File: config.mk
export PLATFORM = sky130hd
export DESIGN_NAME = block_data_stream_framer
export DESIGN_NICKNAME = d
export VERILOG_FILES = /design/src/rtl/core/bdsf_pkg.sv /design/src/rtl/core/bdsf_encode.sv /design/src/rtl/core/bdsf_store.sv /design/src/rtl/core/bdsf_ctrl.sv /design/src/rtl/core/block_data_stream_framer.sv
export SDC_FILE = /design/constraint.sdc
export NUM_CORES = 2
export LEC_CHECK = 0
export BUFFER_PORTS_ARGS = -buffer_cell sky130_fd_sc_hd__buf_2
export CORE_UTILIZATION = 45
export DETAILED_ROUTE_END_ITERATION = 6
export PLACE_DENSITY = 0.59
export SLEW_MARGIN = 20
export SYNTH_ARGS = -nofsm -noshare
export SYNTH_HDL_FRONTEND = slang
export SYNTH_HIERARCHICAL = 1
export SYNTH_SLANG_ARGS = --single-unit
File: constraint.sdc
create_clock -name clk -period 9.14 [get_ports clk]
set_input_delay 1.828 -clock clk [delete_from_list [all_inputs] [get_ports clk]]
set_output_delay 1.828 -clock clk [all_outputs]
set_load 0.03 [all_outputs]
File: src/rtl/core/bdsf_pkg.sv
// Package for the block data stream framer: command and register codes,
// character encoding constants, state type and inter-module structs.
// No dependencies.
package bdsf_pkg;

    // Default block buffer size in bytes
    localparam int DEF_BLOCK_BYTES = 256;

    // Item commands
    localparam logic [1:0] CMD_WRITE = 2'd0;
    localparam logic [1:0] CMD_UTF   = 2'd1;
    localparam logic [1:0] CMD_FLUSH = 2'd2;
    localparam logic [1:0] CMD_MODE  = 2'd3;

    // Configuration register indexes
    localparam logic REG_SHORT_TAG = 1'b0;
    localparam logic REG_LONG_TAG  = 1'b1;

    // Tag reset values
    localparam logic [7:0] SHORT_TAG_RST = 8'd119;
    localparam logic [7:0] LONG_TAG_RST  = 8'd122;

    // Modified UTF-8 encoding
    localparam logic [15:0] UTF_ONE_MAX = 16'h007F;
    localparam logic [15:0] UTF_TWO_MAX = 16'h07FF;
    localparam logic [7:0]  UTF_LEAD3   = 8'hE0;
    localparam logic [7:0]  UTF_LEAD2   = 8'hC0;
    localparam logic [7:0]  UTF_CONT    = 8'h80;

    // Header sizes in bytes
    localparam logic [3:0] HDR_SHORT_BYTES = 4'd2;
    localparam logic [3:0] HDR_LONG_BYTES  = 4'd5;

    // Controller states
    typedef enum logic [2:0] {
        ST_IDLE,
        ST_APPEND,
        ST_DSTART,
        ST_HDR,
        ST_RISSUE,
        ST_RWAIT
    } state_t;

    // Word handed to the output register
    typedef struct packed {
        logic        load;
        logic [63:0] word;
        logic [3:0]  nbytes;
        logic        hdr;
        logic        last;
    } emit_t;

    // Block store access strobes
    typedef struct packed {
        logic we;
        logic re;
    } mem_ctrl_t;

endpackage

File: src/rtl/core/bdsf_encode.sv
// Turns one input item into up to eight left-aligned bytes to append:
// big-endian value bytes or a modified UTF-8 character.
// Depends on bdsf_pkg.
module bdsf_encode
    import bdsf_pkg::*;
(
    input  logic [1:0]  cmd,
    input  logic [63:0] value,
    input  logic [3:0]  byte_count,
    output logic [63:0] enc_bytes,
    output logic [3:0]  enc_count
);

    logic [3:0]  cnt;
    logic [6:0]  shamt;
    logic [15:0] c;

    assign cnt   = (byte_count > 4'd8) ? 4'd8 : byte_count;
    assign shamt = {4'd8 - cnt, 3'b000};
    assign c     = value[15:0];

    // Byte list per command
    always_comb
    begin
        enc_bytes = 64'd0;
        enc_count = 4'd0;
        unique case (cmd)
            CMD_WRITE:
            begin
                enc_bytes = value << shamt;
                enc_count = cnt;
            end
            CMD_UTF:
            begin
                if (c >= 16'h0001 && c <= UTF_ONE_MAX)
                begin
                    enc_bytes = {c[7:0], 56'd0};
                    enc_count = 4'd1;
                end
                else if (c > UTF_TWO_MAX)
                begin
                    enc_bytes = {UTF_LEAD3 | {4'd0, c[15:12]},
                                 UTF_CONT | {2'd0, c[11:6]},
                                 UTF_CONT | {2'd0, c[5:0]}, 40'd0};
                    enc_count = 4'd3;
                end
                else
                begin
                    // NUL lands here too: 0xC0 0x80
                    enc_bytes = {UTF_LEAD2 | {3'd0, c[10:6]},
                                 UTF_CONT | {2'd0, c[5:0]}, 48'd0};
                    enc_count = 4'd2;
                end
            end
            default:
            begin
                enc_bytes = 64'd0;
                enc_count = 4'd0;
            end
        endcase
    end

endmodule

File: src/rtl/core/bdsf_store.sv
// Block store: rows of eight bytes, byte-lane write, one registered row read.
// Depends on bdsf_pkg.
module bdsf_store
    import bdsf_pkg::*;
#(
    parameter int BLOCK_BYTES = DEF_BLOCK_BYTES
)
(
    input  logic                              clk,
    input  mem_ctrl_t                         mem,
    input  logic [$clog2(BLOCK_BYTES)-1:0]    waddr,
    input  logic [7:0]                        wdata,
    input  logic [$clog2(BLOCK_BYTES)-4:0]    raddr,
    output logic [63:0]                       rdata
);

    localparam int ROWS = (BLOCK_BYTES + 7) / 8;
    localparam int AW   = $clog2(BLOCK_BYTES);

    logic [63:0] mem_array [ROWS];
    logic [63:0] rdata_reg;

    // Byte write, lane 0 is the most significant byte of the row
    always_ff @(posedge clk)
    begin
        if (mem.we)
        begin
            mem_array[waddr[AW-1:3]][{3'd7 - waddr[2:0], 3'b000} +: 8] <= wdata;
        end
    end

    // Registered row read
    always_ff @(posedge clk)
    begin
        if (mem.re)
        begin
            rdata_reg <= mem_array[raddr];
        end
    end

    assign rdata = rdata_reg;

endmodule

File: src/rtl/core/bdsf_ctrl.sv
// Framer sequencer: appends bytes to the block store one per cycle, pausing to
// drain when the block fills, and drains it as an optional header plus data words. Depends on bdsf_pkg.
module bdsf_ctrl
    import bdsf_pkg::*;
#(
    parameter int BLOCK_BYTES = DEF_BLOCK_BYTES
)
(
    input  logic                              clk,
    input  logic                              rst_n,
    input  logic                              in_valid,
    output logic                              in_stall,
    input  logic [1:0]                        cmd,
    input  logic                              mode_bit,
    input  logic [63:0]                       enc_bytes,
    input  logic [3:0]                        enc_count,
    input  logic [7:0]                        short_tag,
    input  logic [7:0]                        long_tag,
    input  logic                              out_free,
    output emit_t                             emit,
    output mem_ctrl_t                         mem,
    output logic [$clog2(BLOCK_BYTES)-1:0]    waddr,
    output logic [7:0]                        wdata,
    output logic [$clog2(BLOCK_BYTES)-4:0]    raddr,
    input  logic [63:0]                       rdata
);

    localparam int AW = $clog2(BLOCK_BYTES);
    localparam int FW = $clog2(BLOCK_BYTES + 1);

    state_t          state_reg, state_next, ret_state;
    logic [1:0]      cmd_reg;
    logic            mode_reg;
    logic [63:0]     bytes_reg;
    logic [3:0]      nb_reg;
    logic [FW-1:0]   fill_reg;
    logic [FW-1:0]   pos_reg;
    logic            block_mode_reg;

    logic            accept;
    logic            full;
    logic [FW-1:0]   rem;
    logic            rem_last;
    logic [3:0]      n;

    assign accept    = in_valid && (state_reg == ST_IDLE);
    assign full      = (fill_reg == FW'(BLOCK_BYTES));
    assign rem       = fill_reg - pos_reg;
    assign rem_last  = (rem <= FW'(8));
    assign n         = rem_last ? rem[3:0] : 4'd8;
    assign ret_state = (cmd_reg == CMD_WRITE || cmd_reg == CMD_UTF) ? ST_APPEND : ST_IDLE;

    // Next state
    always_comb
    begin
        state_next = state_reg;
        unique case (state_reg)
            ST_IDLE:
            begin
                if (accept)
                begin
                    if (cmd == CMD_WRITE || cmd == CMD_UTF)
                        state_next = ST_APPEND;
                    else if (cmd == CMD_FLUSH)
                        state_next = ST_DSTART;
                    else if (mode_bit != block_mode_reg)
                        state_next = ST_DSTART;
                end
            end
            ST_APPEND:
            begin
                if (nb_reg == 4'd0)
                    state_next = ST_IDLE;
                else if (full)
                    state_next = ST_DSTART;
            end
            ST_DSTART:
            begin
                if (fill_reg == '0)
                    state_next = ret_state;
                else if (block_mode_reg)
                    state_next = ST_HDR;
                else
                    state_next = ST_RISSUE;
            end
            ST_HDR:
            begin
                if (out_free)
                    state_next = ST_RISSUE;
            end
            ST_RISSUE:
            begin
                state_next = ST_RWAIT;
            end
            ST_RWAIT:
            begin
                if (out_free)
                    state_next = rem_last ? ret_state : ST_RISSUE;
            end
            default:
            begin
                state_next = ST_IDLE;
            end
        endcase
    end

    // Outputs: store strobes and output words
    always_comb
    begin
        in_stall    = (state_reg != ST_IDLE);
        mem.we      = (state_reg == ST_APPEND) && (nb_reg != 4'd0) && !full;
        mem.re      = (state_reg == ST_RISSUE);
        waddr       = fill_reg[AW-1:0];
        wdata       = bytes_reg[63:56];
        raddr       = pos_reg[AW-1:3];
        emit.load   = 1'b0;
        emit.word   = 64'd0;
        emit.nbytes = 4'd0;
        emit.hdr    = 1'b0;
        emit.last   = 1'b0;
        unique case (state_reg)
            ST_HDR:
            begin
                emit.load = out_free;
                emit.hdr  = 1'b1;
                if (32'(fill_reg) > 32'd255)
                begin
                    emit.word   = {24'd0, long_tag, 32'(fill_reg)};
                    emit.nbytes = HDR_LONG_BYTES;
                end
                else
                begin
                    emit.word   = {48'd0, short_tag, fill_reg[7:0]};
                    emit.nbytes = HDR_SHORT_BYTES;
                end
            end
            ST_RWAIT:
            begin
                // right-align the row's first n bytes
                emit.load   = out_free;
                emit.word   = rdata >> {4'd8 - n, 3'b000};
                emit.nbytes = n;
                emit.last   = rem_last;
            end
            default:
            begin
                emit.load = 1'b0;
            end
        endcase
    end

    // State and datapath registers
    always_ff @(posedge clk or negedge rst_n)
    begin
        if (!rst_n)
        begin
            state_reg      <= ST_IDLE;
            cmd_reg        <= CMD_WRITE;
            mode_reg       <= 1'b0;
            bytes_reg      <= 64'd0;
            nb_reg         <= 4'd0;
            fill_reg       <= '0;
            pos_reg        <= '0;
            block_mode_reg <= 1'b0;
        end
        else
        begin
            state_reg <= state_next;

            // latch item
            if (accept)
            begin
                cmd_reg   <= cmd;
                mode_reg  <= mode_bit;
                bytes_reg <= enc_bytes;
                nb_reg    <= enc_count;
            end

            // append one byte
            if (mem.we)
            begin
                bytes_reg <= {bytes_reg[55:0], 8'd0};
                nb_reg    <= nb_reg - 4'd1;
                fill_reg  <= fill_reg + FW'(1);
            end

            if (state_reg == ST_DSTART)
                pos_reg <= '0;

            // advance drain; buffer empties after the final word
            if (state_reg == ST_RWAIT && out_free)
            begin
                pos_reg <= pos_reg + FW'(8);
                if (rem_last)
                    fill_reg <= '0;
            end

            // new mode takes effect once the old-mode drain is done
            if (state_reg != ST_IDLE && state_next == ST_IDLE && cmd_reg == CMD_MODE)
                block_mode_reg <= mode_reg;
        end
    end

endmodule

File: src/rtl/core/block_data_stream_framer.sv
// Block data stream framer, top level. An item is accepted only in idle; its bytes
// are then appended one per cycle, pausing to drain when the block fills, and the
// input is stalled until the controller is back in idle. A drain passes a start
// state, a header word in block mode, and per data word a row read then an output
// load, set by the single read port of the block store. One item at a time.
// Reset (async, active low) clears control state, sets the tags to 119/122.
module block_data_stream_framer
    import bdsf_pkg::*;
#(
    parameter int BLOCK_BYTES = DEF_BLOCK_BYTES
)
(
    input  logic        clk,
    input  logic        rst_n,
    input  logic        cfg_we,
    input  logic        cfg_index,
    input  logic [7:0]  cfg_data,
    input  logic        in_valid,
    output logic        in_stall,
    input  logic [1:0]  cmd,
    input  logic [63:0] value,
    input  logic [3:0]  byte_count,
    input  logic        mode_bit,
    output logic        out_valid,
    input  logic        out_stall,
    output logic [63:0] out_word,
    output logic [3:0]  out_bytes,
    output logic        is_header,
    output logic        last
);

    localparam int AW = $clog2(BLOCK_BYTES);

    logic [7:0]    short_tag_reg;
    logic [7:0]    long_tag_reg;
    logic [63:0]   enc_bytes;
    logic [3:0]    enc_count;
    emit_t         emit;
    mem_ctrl_t     mem;
    logic [AW-1:0] waddr;
    logic [7:0]    wdata;
    logic [AW-4:0] raddr;
    logic [63:0]   rdata;
    logic          out_free;

    logic          out_valid_reg;
    logic [63:0]   out_word_reg;
    logic [3:0]    out_bytes_reg;
    logic          is_header_reg;
    logic          last_reg;

    // Configuration registers
    always_ff @(posedge clk or negedge rst_n)
    begin
        if (!rst_n)
        begin
            short_tag_reg <= SHORT_TAG_RST;
            long_tag_reg  <= LONG_TAG_RST;
        end
        else if (cfg_we)
        begin
            unique case (cfg_index)
                REG_SHORT_TAG: short_tag_reg <= cfg_data;
                REG_LONG_TAG:  long_tag_reg  <= cfg_data;
                default:       short_tag_reg <= short_tag_reg;
            endcase
        end
    end

    bdsf_encode u_encode (
        .cmd        (cmd),
        .value      (value),
        .byte_count (byte_count),
        .enc_bytes  (enc_bytes),
        .enc_count  (enc_count)
    );

    bdsf_ctrl #(
        .BLOCK_BYTES (BLOCK_BYTES)
    ) u_ctrl (
        .clk       (clk),
        .rst_n     (rst_n),
        .in_valid  (in_valid),
        .in_stall  (in_stall),
        .cmd       (cmd),
        .mode_bit  (mode_bit),
        .enc_bytes (enc_bytes),
        .enc_count (enc_count),
        .short_tag (short_tag_reg),
        .long_tag  (long_tag_reg),
        .out_free  (out_free),
        .emit      (emit),
        .mem       (mem),
        .waddr     (waddr),
        .wdata     (wdata),
        .raddr     (raddr),
        .rdata     (rdata)
    );

    bdsf_store #(
        .BLOCK_BYTES (BLOCK_BYTES)
    ) u_store (
        .clk   (clk),
        .mem   (mem),
        .waddr (waddr),
        .wdata (wdata),
        .raddr (raddr),
        .rdata (rdata)
    );

    // Output register
    assign out_free = !out_valid_reg || !out_stall;

    always_ff @(posedge clk or negedge rst_n)
    begin
        if (!rst_n)
        begin
            out_valid_reg <= 1'b0;
        end
        else if (emit.load)
        begin
            out_valid_reg <= 1'b1;
        end
        else if (!out_stall)
        begin
            out_valid_reg <= 1'b0;
        end
    end

    always_ff @(posedge clk)
    begin
        if (emit.load)
        begin
            out_word_reg  <= emit.word;
            out_bytes_reg <= emit.nbytes;
            is_header_reg <= emit.hdr;
            last_reg      <= emit.last;
        end
    end

    assign out_valid = out_valid_reg;
    assign out_word  = out_word_reg;
    assign out_bytes = out_bytes_reg;
    assign is_header = is_header_reg;
    assign last      = last_reg;

`ifndef ASSERT_OFF
    // a word is loaded only into a free output slot
    a_load_free: assert property (@(posedge clk) disable iff (!rst_n)
        emit.load |-> out_free)
        else $error("output word loaded over a pending word");

    // header words are two or five bytes and never end a drain
    a_hdr_shape: assert property (@(posedge clk) disable iff (!rst_n)
        (out_valid && is_header) |->
            (!last && (out_bytes == HDR_SHORT_BYTES || out_bytes == HDR_LONG_BYTES)))
        else $error("malformed header word");

    // data words carry one to eight bytes
    a_data_bytes: assert property (@(posedge clk) disable iff (!rst_n)
        (out_valid && !is_header) |-> (out_bytes >= 4'd1 && out_bytes <= 4'd8))
        else $error("data word byte count out of range");

    // store is never written and read in the same cycle
    a_no_rw: assert property (@(posedge clk) disable iff (!rst_n)
        !(mem.we && mem.re))
        else $error("store written and read together");
`endif

endmodule

Word-level counts from Yosys, hierarchy flattened. Memory sizes are Yosys's and may differ from the RTL's. A register that Yosys moved wholly into a read port is not among the register bits. Cells that the tools add are included. W data, S select, Z words.

Add/subtract/negate cells: 8. Magnitude comparators: 6. Eq/ne operators: 12. Shift operators: 4. Muxes and demuxes: 38. Bitwise gates (word level): 1. Reductions and logical operators: 26.

Operator list (count): $mux W64 (4); $pmux W68 S2 (1); $pmux W64 S2 (1); $shift A8 B8 Y64 const A (1); $shiftx A8 B8 Y64 (1); $shl A64 B7 Y64 (1); $shr A64 B7 Y64 (1); $mux W62 (1); $mux W9 (5); $mux W44 (1); $mux W3 (11); $mux W4 (5); $pmux W3 S6 (1); $ge A16 B1 Y1 const B (1); $gt A16 B11 Y1 const B (1); $le A16 B7 Y1 const B (1); $add A9 B1 Y9 const B (1); $add A9 B4 Y9 const B (1); $eq A9 B9 Y1 const B (1); $gt A9 B8 Y1 const B (1); $le A9 B4 Y1 const B (1); $logic_not A9 Y1 (1); $sub A9 B9 Y9 (1); $neg A6 Y8 (1); other kinds (25) (50).

Bits in registers: 180. Bits in writable memories: 2048. Input port bits: 85. Output and inout bits: 72. Logic and storage cells: 111. Memories: 1.

Memories: u_store.mem_array (depth 32, bits a word 64, read ports 1, clocked after memory_dff 1, write ports 1, line bdsf_store.sv:20) `logic [63:0] mem_array [ROWS];`.

Logic depth before layout (Yosys ltp).
Depth after elaboration: 9. Depth in mapped cells: 22. Mapped depth without buffers: 15.

By module. The synthesis kept the hierarchy.

Modules (own cells, without submodules): bdsf_store (instances 1, cells each 3746, area an instance 80677.4 µm², seq. area each 63420.8 µm²); bdsf_ctrl (instances 1, cells each 819, area an instance 7091.8 µm², seq. area each 2252.2 µm²); block_data_stream_framer (instances 1, cells each 108, area an instance 2792.7 µm², seq. area each 2541.2 µm²); bdsf_encode (instances 1, cells each 283, area an instance 2169.6 µm², seq. area each 0.0 µm²).

Worst setup path before layout. No wires, ideal clock.

Path kind: input to register. Start point: in out_stall. End point: reg is_header_reg (netlist: is_header), enable pin. Setup time: 0.606 ns. Arrival time: 7.120 ns. Data required time: 8.534 ns. Slack: 1.414 ns. Cell stages on the path: 2. Path buffers: 0. Path through: nand2_1 -> a21boi_0.

RTL lines: start: declaration (line block_data_stream_framer.sv:25) `input logic out_stall,`; end signal: assignment (line block_data_stream_framer.sv:136) `is_header_reg <= emit.hdr;`; end: declaration (line block_data_stream_framer.sv:49) `logic is_header_reg;`.

==> impl_metrics.env <==
export IMPL_vias=50500
export IMPL_drtIter0Drc=6704
export IMPL_cts_buffers=229
export IMPL_worstMarginPinSlew_ns=1.23
export IMPL_maxSlewViolCount=0
export IMPL_yosys_area_top_type_share_pct=70.7
export IMPL_cts_root_buffer="clkbuf_16"
export IMPL_endpoint_kind="flop"
export IMPL_synth_edf_count=2182
export IMPL_yosysWarnings=6
export IMPL_initial_core_util_pct=45.3
export IMPL_first_pass_iters=7
export IMPL_cts_setup_buffers=0
export IMPL_min_period_over_period_pct=69.6
export IMPL_syn_num_nets=5061
export IMPL_hold_buffers=0
export IMPL_cp_required_ns=9.79
export IMPL_max_clock_path_buffers=3
export IMPL_fp_dieW_um=456
export IMPL_fin_nets=5243
export IMPL_die_h_um=456
export IMPL_grt_setup_unrepaired="no"
export IMPL_io_buffers=156
export IMPL_synth_seq_cells=2289
export IMPL_area_sequential_um2=68200
export IMPL_syn_inst=4956
export IMPL_tns_ns=0
export IMPL_syn_area_um2=92700
export IMPL_cap_violations=0
export IMPL_ir_worst_vdd_mv=0.278
export IMPL_track_usage_pct=25.4
export IMPL_status="finished clean"
export IMPL_final_layout_size_suffix_gt1_share_pct=22.6
export IMPL_drc_errors=0
export IMPL_synthFlopType="edfxtp_1"
export IMPL_die_area_um2=208000
export IMPL_hpwl_mm=165
export IMPL_nFillCells=16500
export IMPL_maxSlewHeadroom_pct=17.5
export IMPL_core_region_area_um2=205000
export IMPL_viasPerCell=6.28
export IMPL_fmax_mhz=157
export IMPL_hp_class="flop to flop"
export IMPL_ys_seq_area_share_pct=73.6
export IMPL_grt_max_degree=120
export IMPL_setup_viol_count_final=0
export IMPL_cp_start_kind="flop"
export IMPL_synth_top_cells_by_count="2182 x edfxtp_1, 471 x mux4_2, 339 x nor2_1"
export IMPL_areaGrowthSynthToFinish_pct=11.5
export IMPL_clock_latency_ns=0.87
export IMPL_power_density_nw_per_um2=289
export IMPL_grt_pass1_vias=49000
export IMPL_synth_area_leaders="edfxtp_1 71%, mux4_2 11%, dfrtp_1 2.6%"
export IMPL_antenna_found_initial=22
export IMPL_yosys_area_top_type="edfxtp_1"
export IMPL_p_leak_uw=0.0333
export IMPL_ctsResizeCount=0
export IMPL_place_congestion=0.908
export IMPL_boundaryPins=157
export IMPL_finClkSkew_ns=0.0326
export IMPL_fin_crit_ns=6.36
export IMPL_critPathMaxFanout=55
export IMPL_synthArstFlopShare_pct=4.67
export IMPL_worst_setup_path_type="flop to flop"
export IMPL_ant_nets=0
export IMPL_grt_first_pass_wirelength_mm=375
export IMPL_hold_viol_final=0
export IMPL_largest_register_ffs=2048
export IMPL_synth_cell_type_count=84
export IMPL_totalWireLength_mm=266
export IMPL_overflow=0
export IMPL_wl_per_cell_um=33.0
export IMPL_crit_arrival_ns=7.02
export IMPL_clk_pin_slew_ns=0.06
export IMPL_rows=166
export IMPL_cts_sink_count=2289
export IMPL_avgSynthCellArea_um2=18.7
export IMPL_synth_most_common_cell="edfxtp_1"
export IMPL_multiInputGateArea_um2=22700
export IMPL_htree_levels=4
export IMPL_cts_tree="built"
export IMPL_power_uw=29800
## stage by stage
step | area, um2 | std cells | hold slack [ns] | setup WS, ns | utilization (%)
finish | 103000 | 8036 | 0.472 | 2.78 | 50.5
global route | 103000 | 8017 | 0.496 | 2.34 | 50.5
CTS | 103000 | 8013 | 0.478 | 2.37 | 50.4
detailed placement | 96000 | 7591 | 0.464 | 2.41 | 46.9
global placement | 96000 | 7590 | 0.459 | 2.52 | 46.9
floorplan | 92700 | 4956 | 0.446 | 1.41 | -
## final cells by class
cell class	instances	area share, %
flip-flops and latches	2289	66.0
multi-input cells	2317	22.0
clock buffers	296	5.95
well taps	2688	3.25
repair buffers	271	1.69
clock inverters	126	0.991
inverters	30	0.109
diodes	19	0.0460
## worst paths after layout
path	cells past startpoint	to	from	slack (ns)
min in group asynchronous	1	u_ctrl/bytes_reg[38]$_DFFE_PN0P_	rst_n	1.01
max	12	out_word[18]$_DFFE_PP_	u_ctrl/pos_reg[5]$_DFFE_PN0P_	2.78
max reg2reg	12	out_word[18]$_DFFE_PP_	u_ctrl/pos_reg[5]$_DFFE_PN0P_	2.78
min reg2reg	2	u_ctrl/bytes_reg[55]$_DFFE_PN0P_	u_ctrl/bytes_reg[55]$_DFFE_PN0P_	0.47
min	2	u_ctrl/bytes_reg[55]$_DFFE_PN0P_	u_ctrl/bytes_reg[55]$_DFFE_PN0P_	0.47
max in group asynchronous	2	u_ctrl/pos_reg[4]$_DFFE_PN0P_	rst_n	6.76
## report_power, final
group	total [uW]	switching, uW	internal [uW]
clock	9030	3920	5110
combinational	7780	4990	2790
sequential	13000	730	12300
total	29800	9640	20200
## worst max-delay path: stages (launching register included)
cell and delay, ns:
dfrtp_4 0.99, inv_1 0.11, ha_1 0.48, nand3_1 0.16, o211ai_1 0.21, xor2_1 0.13
nor4_1 0.56, nand3_4 0.56, ha_1 0.53, buf_4 0.32, clkinv_1 0.92, a311o_1 0.84
o221ai_1 0.31
## logic make-up (layout without fill, tap and decap cells)
logic type                 count (synthesis)  count (layout)  share of synthesized area [%]
AOI/OAI and AO/OA                        565             565                           4.25
xor gates and xnor gates                  20              20                          0.225
adders and majority gates                 20              20                          0.270
buffers and inverters                    350             723                           2.19
DFF                                     2289            2289                           73.6
muxes                                    742             742                           14.7
other                                      1              20                        0.00404
and+or+nand+nor                          969             969                           4.84
## cells in the final DEF (no fill, tap or decap), types with 38 or more instances in the layout
cell / instances
nor4_1: 55
a22oi_1: 137
nor2_1: 329
a21oi_1: 48
and2_2: 48
o22ai_1: 205
nand2_1: 273
clkbuf_1: 56
clkinv_2: 38
mux2i_1: 233
clkinv_1: 54
buf_2: 155
nand3_1: 57
clkbuf_16: 234
edfxtp_1: 2182
buf_4: 108
mux4_2: 471
dfrtp_1: 93
## routing by layer
| layer | GRT usage, % | vias to the layer above | part of all wire (%) |
|---|---|---|---|
| met1 | 36.7 | 26700 | 40 |
| met2 | 38.0 | 2645 | 45 |
| met5 | 0 | - | 0.035 |
| met4 | 8.40 | 12 | 3.5 |
| li1 | - | 20600 | - |
| met3 | 6.17 | 492 | 11 |
Note: power is estimated with default switching activity, not from simulation.
